$ cat config.mk
export PLATFORM = sky130hd
export DESIGN_NAME = lisd_ctrl
export DESIGN_NICKNAME = d
export VERILOG_FILES = /design/src/rtl/core/lisd_pkg.sv /design/src/rtl/core/lisd_ctrl.sv
export SDC_FILE = /design/constraint.sdc
export NUM_CORES = 1
export LEC_CHECK = 0
export BUFFER_PORTS_ARGS = -buffer_cell sky130_fd_sc_hd__buf_4
export CAP_MARGIN = 15
export CORE_MARGIN = 10
export CORE_UTILIZATION = 49
export DETAILED_ROUTE_END_ITERATION = 8
export HOLD_SLACK_MARGIN = 0.1
export PLACE_DENSITY = 0.8
export SETUP_SLACK_MARGIN = 0.1
export SLEW_MARGIN = 25
export SYNTH_ARGS = -nofsm -noshare
export SYNTH_HDL_FRONTEND = slang
export SYNTH_SLANG_ARGS = --single-unit
$ cat constraint.sdc
create_clock -name clk -period 2.9 [get_ports clk]
set_clock_uncertainty 0.2 [all_clocks]
set_input_delay 0.435 -clock clk [delete_from_list [all_inputs] [get_ports clk]]
set_output_delay 0.435 -clock clk [all_outputs]
set_load 0.05 [all_outputs]
$ cat src/rtl/core/lisd_pkg.sv
// ----------------------------------------------------------------------------
// lisd_pkg
// Shared types and constants of the laminar interval subset core: default
// sizes, sequencer states, datapath micro-operations and the command and
// status bundles between controller and datapath.
// ----------------------------------------------------------------------------
package lisd_pkg;

  // default sizes
  localparam int MAX_SEGS_DEF   = 64;
  localparam int COORD_BITS_DEF = 20;

  // result count width on the output channel
  localparam int BEST_BITS = 7;

  // bundle field widths, wide enough for the largest supported batch
  localparam int IDX_W  = 11;
  localparam int RANK_W = 12;

  // datapath micro-operations, executed in the cycle after issue
  typedef enum logic [4:0] {
    OP_NOP,
    OP_LOAD_EA,
    OP_CMP_DUP,
    OP_FIN_DUP,
    OP_CMP_RANK,
    OP_FIN_RANK,
    OP_ROW_INIT,
    OP_COPY,
    OP_SEL_CLR,
    OP_SEL,
    OP_SEL_TAKE,
    OP_LOAD_D,
    OP_PASS_A,
    OP_PASS_B,
    OP_SUF,
    OP_WB,
    OP_RES
  } op_t;

  // sequencer states
  typedef enum logic [4:0] {
    ST_IDLE,
    ST_DUP_LOAD,
    ST_DUP_CMP,
    ST_DUP_FIN,
    ST_RK_LOAD,
    ST_RK_CMP,
    ST_RK_FIN,
    ST_ROW_INIT,
    ST_COPY,
    ST_SEL_CLR,
    ST_SEL_SCAN,
    ST_SEL_WAIT,
    ST_SEL_CHK,
    ST_SEG_D,
    ST_PASS_A,
    ST_PASS_B,
    ST_SUF,
    ST_WB,
    ST_RES,
    ST_END
  } state_t;

  // command from controller to datapath
  typedef struct packed {
    op_t               op;
    logic [IDX_W-1:0]  idx;
    logic [RANK_W-1:0] row;
    logic [RANK_W-1:0] col;
    logic              zero;
    logic              en;
  } cmd_t;

  // status from datapath to controller
  typedef struct packed {
    logic [IDX_W-1:0]  seg_n;
    logic [RANK_W-1:0] m;
    logic              found;
    logic [RANK_W-1:0] sel_l;
    logic              res_busy;
  } stat_t;

endpackage

$ cat src/rtl/core/lisd_ctrl.sv
// ----------------------------------------------------------------------------
// lisd_ctrl
// Sequencer of the core: takes segments while idle, then steps through
// duplicate marking, endpoint ranking and the row-by-row interval table
// update, issuing one datapath command per cycle.
// ----------------------------------------------------------------------------
module lisd_ctrl #(
  parameter int MAX_SEGS = lisd_pkg::MAX_SEGS_DEF
) (
  input  logic            clk,
  input  logic            rst,
  input  logic            in_fire,
  input  logic            in_last,
  output logic            in_ready,
  input  lisd_pkg::stat_t stat,
  output lisd_pkg::cmd_t  cmd
);

  localparam int RANKS = 2 * MAX_SEGS + 2;
  localparam int CB    = $clog2(MAX_SEGS + 1);
  localparam int SB    = (MAX_SEGS > 1) ? $clog2(MAX_SEGS) : 1;
  localparam int EB    = $clog2(2 * MAX_SEGS);
  localparam int RB    = $clog2(RANKS + 1);

  lisd_pkg::state_t st, st_next;
  logic [EB-1:0]    a, a_next;
  logic [EB-1:0]    b, b_next;
  logic [SB-1:0]    s, s_next;
  logic [RB-1:0]    i, i_next;
  logic [RB-1:0]    k, k_next;
  logic [RB-1:0]    j, j_next;

  logic [CB-1:0]    n;
  logic [EB-1:0]    ep_last;
  logic [SB-1:0]    s_last;
  logic [RB-1:0]    m;
  logic [RB-1:0]    mm1;

  // loop bounds from the batch size and the number of distinct endpoints
  assign n       = stat.seg_n[CB-1:0];
  assign ep_last = EB'({n, 1'b0} - (CB + 1)'(1));
  assign s_last  = SB'(n - CB'(1));
  assign m       = stat.m[RB-1:0];
  assign mm1     = m - RB'(1);

  // state and loop counters
  always_ff @(posedge clk) begin
    if (rst) begin
      st <= lisd_pkg::ST_IDLE;
      a  <= '0;
      b  <= '0;
      s  <= '0;
      i  <= '0;
      k  <= '0;
      j  <= '0;
    end else begin
      st <= st_next;
      a  <= a_next;
      b  <= b_next;
      s  <= s_next;
      i  <= i_next;
      k  <= k_next;
      j  <= j_next;
    end
  end

  // next state and command
  always_comb begin
    st_next  = st;
    a_next   = a;
    b_next   = b;
    s_next   = s;
    i_next   = i;
    k_next   = k;
    j_next   = j;
    in_ready = 1'b0;
    cmd      = '0;
    cmd.op   = lisd_pkg::OP_NOP;

    unique case (st)
      lisd_pkg::ST_IDLE: begin
        in_ready = 1'b1;
        if (in_fire && in_last) begin
          a_next  = '0;
          st_next = lisd_pkg::ST_DUP_LOAD;
        end
      end

      // mark first occurrences of each endpoint value
      lisd_pkg::ST_DUP_LOAD: begin
        cmd.op  = lisd_pkg::OP_LOAD_EA;
        cmd.idx = lisd_pkg::IDX_W'(a);
        b_next  = '0;
        st_next = (a == '0) ? lisd_pkg::ST_DUP_FIN : lisd_pkg::ST_DUP_CMP;
      end
      lisd_pkg::ST_DUP_CMP: begin
        cmd.op  = lisd_pkg::OP_CMP_DUP;
        cmd.idx = lisd_pkg::IDX_W'(b);
        b_next  = b + EB'(1);
        if (b == a - EB'(1)) begin
          st_next = lisd_pkg::ST_DUP_FIN;
        end
      end
      lisd_pkg::ST_DUP_FIN: begin
        cmd.op  = lisd_pkg::OP_FIN_DUP;
        cmd.idx = lisd_pkg::IDX_W'(a);
        if (a == ep_last) begin
          a_next  = '0;
          st_next = lisd_pkg::ST_RK_LOAD;
        end else begin
          a_next  = a + EB'(1);
          st_next = lisd_pkg::ST_DUP_LOAD;
        end
      end

      // rank of each endpoint: distinct values below it, plus one
      lisd_pkg::ST_RK_LOAD: begin
        cmd.op  = lisd_pkg::OP_LOAD_EA;
        cmd.idx = lisd_pkg::IDX_W'(a);
        b_next  = '0;
        st_next = lisd_pkg::ST_RK_CMP;
      end
      lisd_pkg::ST_RK_CMP: begin
        cmd.op  = lisd_pkg::OP_CMP_RANK;
        cmd.idx = lisd_pkg::IDX_W'(b);
        b_next  = b + EB'(1);
        if (b == ep_last) begin
          st_next = lisd_pkg::ST_RK_FIN;
        end
      end
      lisd_pkg::ST_RK_FIN: begin
        cmd.op  = lisd_pkg::OP_FIN_RANK;
        cmd.idx = lisd_pkg::IDX_W'(a);
        if (a == ep_last) begin
          i_next  = RB'(1);
          st_next = lisd_pkg::ST_ROW_INIT;
        end else begin
          a_next  = a + EB'(1);
          st_next = lisd_pkg::ST_RK_LOAD;
        end
      end

      // row start: bring the previous row into the working row
      lisd_pkg::ST_ROW_INIT: begin
        cmd.op  = lisd_pkg::OP_ROW_INIT;
        k_next  = RB'(1);
        st_next = lisd_pkg::ST_COPY;
      end
      lisd_pkg::ST_COPY: begin
        cmd.op   = lisd_pkg::OP_COPY;
        cmd.row  = lisd_pkg::RANK_W'(i - RB'(1));
        cmd.col  = lisd_pkg::RANK_W'(k);
        cmd.zero = (i == RB'(1));
        k_next   = k + RB'(1);
        if (k == mm1) begin
          st_next = lisd_pkg::ST_SEL_CLR;
        end
      end

      // pick the next segment ending at this rank, highest left rank first
      lisd_pkg::ST_SEL_CLR: begin
        cmd.op  = lisd_pkg::OP_SEL_CLR;
        s_next  = '0;
        st_next = lisd_pkg::ST_SEL_SCAN;
      end
      lisd_pkg::ST_SEL_SCAN: begin
        cmd.op  = lisd_pkg::OP_SEL;
        cmd.idx = lisd_pkg::IDX_W'(s);
        cmd.row = lisd_pkg::RANK_W'(i);
        s_next  = s + SB'(1);
        if (s == s_last) begin
          st_next = lisd_pkg::ST_SEL_WAIT;
        end
      end
      lisd_pkg::ST_SEL_WAIT: begin
        st_next = lisd_pkg::ST_SEL_CHK;
      end
      lisd_pkg::ST_SEL_CHK: begin
        if (stat.found) begin
          cmd.op  = lisd_pkg::OP_SEL_TAKE;
          j_next  = stat.sel_l[RB-1:0];
          st_next = lisd_pkg::ST_SEG_D;
        end else begin
          k_next  = i + RB'(1);
          st_next = lisd_pkg::ST_SUF;
        end
      end

      // segment update: candidate pass then shifted maximum pass
      lisd_pkg::ST_SEG_D: begin
        cmd.op  = lisd_pkg::OP_LOAD_D;
        cmd.col = lisd_pkg::RANK_W'(j);
        k_next  = RB'(1);
        st_next = lisd_pkg::ST_PASS_A;
      end
      lisd_pkg::ST_PASS_A: begin
        cmd.op   = lisd_pkg::OP_PASS_A;
        cmd.row  = lisd_pkg::RANK_W'(j - RB'(1));
        cmd.col  = lisd_pkg::RANK_W'(k);
        cmd.zero = (j == RB'(1));
        cmd.en   = (k <= j);
        k_next   = k + RB'(1);
        if (k == mm1) begin
          k_next  = RB'(1);
          st_next = lisd_pkg::ST_PASS_B;
        end
      end
      lisd_pkg::ST_PASS_B: begin
        cmd.op   = lisd_pkg::OP_PASS_B;
        cmd.col  = lisd_pkg::RANK_W'(k);
        cmd.zero = (k == mm1);
        k_next   = k + RB'(1);
        if (k == mm1) begin
          st_next = lisd_pkg::ST_SEL_CLR;
        end
      end

      // suffix maximum from the column after the row rank down to one
      lisd_pkg::ST_SUF: begin
        cmd.op   = lisd_pkg::OP_SUF;
        cmd.col  = lisd_pkg::RANK_W'(k);
        cmd.zero = (k == m);
        cmd.en   = (k != i + RB'(1));
        k_next   = k - RB'(1);
        if (k == RB'(1)) begin
          k_next  = RB'(1);
          st_next = lisd_pkg::ST_WB;
        end
      end

      // store the finished row
      lisd_pkg::ST_WB: begin
        cmd.op  = lisd_pkg::OP_WB;
        cmd.row = lisd_pkg::RANK_W'(i);
        cmd.col = lisd_pkg::RANK_W'(k);
        k_next  = k + RB'(1);
        if (k == mm1) begin
          if (i == mm1) begin
            st_next = lisd_pkg::ST_RES;
          end else begin
            i_next  = i + RB'(1);
            st_next = lisd_pkg::ST_ROW_INIT;
          end
        end
      end

      // hand over the result once the output register is free
      lisd_pkg::ST_RES: begin
        if (!stat.res_busy) begin
          cmd.op  = lisd_pkg::OP_RES;
          cmd.col = lisd_pkg::RANK_W'(1);
          st_next = lisd_pkg::ST_END;
        end
      end
      lisd_pkg::ST_END: begin
        st_next = lisd_pkg::ST_IDLE;
      end
      default: begin
        st_next = lisd_pkg::ST_IDLE;
      end
    endcase
  end

endmodule

==> impl_metrics.yaml <==
sta:
  hold_viol_final: 0
  fin_tns_setup_ns: -0.0895
  relSlewSlack: 0.652
  slew_violations: 0
  period_needed_ns: 2.99
  fmax_mhz: 335
  layout_setup_ws_ns: -0.0895
  rsz0062_at_grt: "true"
  finalSetupViolCount: 1
  worst_pin_slew_ns: 0.517
  fin_crit_sh: 1.03
clock_network:
  htreeDepth: 2
  clkSinkCount: 49
  clk_path_buf_depth: 2
  root_buffer: "clkbuf_8"
  path_clk_slew_ns: 0.11
  cts_buffers: 5
  clk_latency_ns: 0.35
  cts_tree: "yes"
yosys:
  syn_inst: 735
  ys_warn_count: 0
  synth_flop_cell: "dfxtp_1"
  synth_edf_count: 0
  synth_seq_area_share: 0.184
  synth_seq_cells: 49
  synth_cell_type_count: 70
  synth_area_per_cell_sq_um: 7.27
  syn_area_sq_um: 5340
  async_flop_share: 0
job:
  max_cap_viol_count: 0
global_route:
  track_usage: 0.222
  grt_pass1_wl_microns: 29500
  antenna_found_initial: 0
  overflow: 0
  grt_max_degree: 43
  grt_pass1_vias: 5774
floorplanning:
  fp-row-count: 38
  dieHeight_microns: 124
  die_x_microns: 124
  die_area_sq_um: 15500
  core_area_sq_um: 10700
  pin_count: 84
  initial_utilization: 0.497
min_path:
  hold_class: "in2reg"
  hp-start: "stat[6]"
setup_path:
  required_ns: 2.27
  end_kind: "primary output"
  r2r_start: "k[6]"
  path_cells: "nor2_1 > nand3_1 > or3_1 > or4_4 > nand3_4 > buf_8"
  critPathLaunchType: "flip-flop"
  path_class: "reg2out"
  crit_family: "simple AND/OR/NAND/NOR gates"
  crit_fanout: 2
  worstPathBufferInverterCount: 1
  crit_path_max_incr_delay_ns: 0.53
  cp.arrival_ns: 2.35
  critPathLaunch: "st[1]"
  cp_slowest_cell: "or4_4"
place:
  gp_congestion: 0.983
  io_buffers: 62
  hpwl_microns: 13700
  placed_area_sq_um: 6290
layout:
  fin_area_sq_um: 7030
  syn2layout_area_growth_pct: 31.7
  fin_nets: 896
  diodes: 0
  drive_above_1_share: 0.298
drt:
  drtPass1Iterations: 6
  drc: 0
  drt-total-wl_microns: 19000
  routedWlPerCell_microns: 19.6
  via_count: 6237
  drtIter0Drc: 825
  postRouteAntennaNets: 0
  via_per_inst: 6.41
power_and_ir_drop:
  leakagePower_uw: 0.00286
  power_density_nw_per_um2: 414
  ir_drop_uv: 519
status:
  status: "complete, but fails checks"
  violations: "negative setup slack"
## cell type report
cell class                      count  area (sq um)
Sequential cell                    49          1020
Fill cell                         890          3710
Clock buffer                        5          68.8
Multi-Input combinational cell    584          4280
Clock inverter                      3          28.8
Timing Repair Buffer              158          1330
Inverter                           34           138
Tap cell                          140           175
## path summary, 6_finish.rpt
kind	slack, ns	cells after the start	endpoint
setup reg to reg	0.14	9	st[4]
hold reg to reg	0.32	2	s[5]
hold / removal	0.12	3	j[5]
setup / recovery	-0.09	6	cmd[1]
## flip-flops by register name, indices dropped and copies added, names as in the netlist
name	count
i	8
j	8
a	7
st	5
k	8
b	7
s	6
## layer usage
| metal | wire [microns] | vias to the layer above | GRT usage |
|---|---|---|---|
| li1 | - | 2846 | - |
| met1 | 7350 | 2942 | 0.279 |
| met2 | 9250 | 387 | 0.373 |
| met3 | 1910 | 62 | 0.0443 |
| met4 | 518 | 0 | 0.0631 |
| met5 | 0 | - | 0 |
## logic make-up (layout without fill, tap and decap cells)
logic type,after synthesis,in the layout,share of synthesized area
AND/OR/NAND/NOR,267,267,0.259
buffers and inverters,110,200,0.0867
multiplexers,9,9,0.0169
adder cells (fa/ha/maj),23,23,0.0539
XOR/XNOR,82,82,0.145
other,1,8,0.000702
AO/OA/AOI/OAI,194,195,0.255
flip-flops,49,49,0.184
## synth_stat cells, types with 6 or more instances
master / instances / area, sq um
a211oi_1: 6 / 45.0
a21o_1: 6 / 45.0
a21oi_1: 43 / 215
a221oi_1: 8 / 70.1
a222oi_1: 6 / 60.1
a22o_1: 8 / 70.1
and3_1: 15 / 93.8
buf_4: 12 / 90.1
clkbuf_1: 56 / 210
dfxtp_1: 49 / 981
ha_1: 23 / 288
inv_1: 33 / 124
mux2i_1: 9 / 90.1
nand2_1: 41 / 154
nand3_1: 36 / 180
nand3b_1: 7 / 52.6
nand4_1: 14 / 87.6
nor2_1: 67 / 251
nor2b_1: 8 / 50.1
nor3_1: 27 / 135
nor4_1: 11 / 68.8
o2111ai_1: 6 / 52.6
o211ai_1: 7 / 52.6
o21ai_0: 44 / 220
o31ai_1: 6 / 45.0
xnor2_1: 49 / 429
xor2_1: 29 / 254
## cell usage in the layout (no fill, tap or decap), drive strengths merged, types with 6 or more instances in the layout
cell type  synthesis  routed
a211oi             6       6
a21o               6       6
a21oi             44      45
a221oi             8       8
a222oi             6       6
a22o               8       8
and3              15      15
buf               20     157
clkbuf            56       6
conb               1       8
dfxtp             49      49
ha                23      23
inv               33      34
mux2i              9       9
nand2             41      41
nand3             36      36
nand3b             7       7
nand4             14      14
nor2              68      68
nor2b              8       8
nor3              27      27
nor4              11      11
o2111ai            6       6
o211ai             7       7
o21ai             47      47
o31ai              6       6
xnor2             49      49
xor2              29      29
## through the flow
| stage | utilization | power [uW] | setup WS (ns) | std cells | hold slack, ns |
|---|---|---|---|---|---|
| 2_1_floorplan | - | 1770 | -0.108 | 742 | 0.254 |
| 3_3_place_gp | 0.585 | 2160 | -0.244 | 936 | 0.281 |
| 3_5_place_dp | 0.585 | 2190 | -0.275 | 936 | 0.298 |
| 4_1_cts | 0.621 | 2720 | 0.00821 | 955 | 0.113 |
| 5_1_grt | 0.654 | 3040 | -0.106 | 973 | 0.114 |
| 6_report | 0.654 | 2910 | -0.0895 | 973 | 0.120 |
## where the power goes
part,switching [uW],internal [uW],total (uW),leakage [uW]
clock,312,182,493,0.0000506
combinational,1010,648,1660,0.00241
sequential,48.8,706,755,0.000404
total,1370,1540,2910,0.00286
## tightest hold or removal path, stage by stage
cell	delay, ns
buf_4	0.08
mux2i_1	0.05
nor2_1	0.08
## timing repair
action	4_1_cts	5_1_grt
resized for setup	55	59
endpoints found under the setup margin	30	41
cloned	0	2
pin swaps	19	21
hold buffers	0	0
buffers inserted	11	16
hold endpoints to repair	0	0
(Power assumes the default switching activity.)
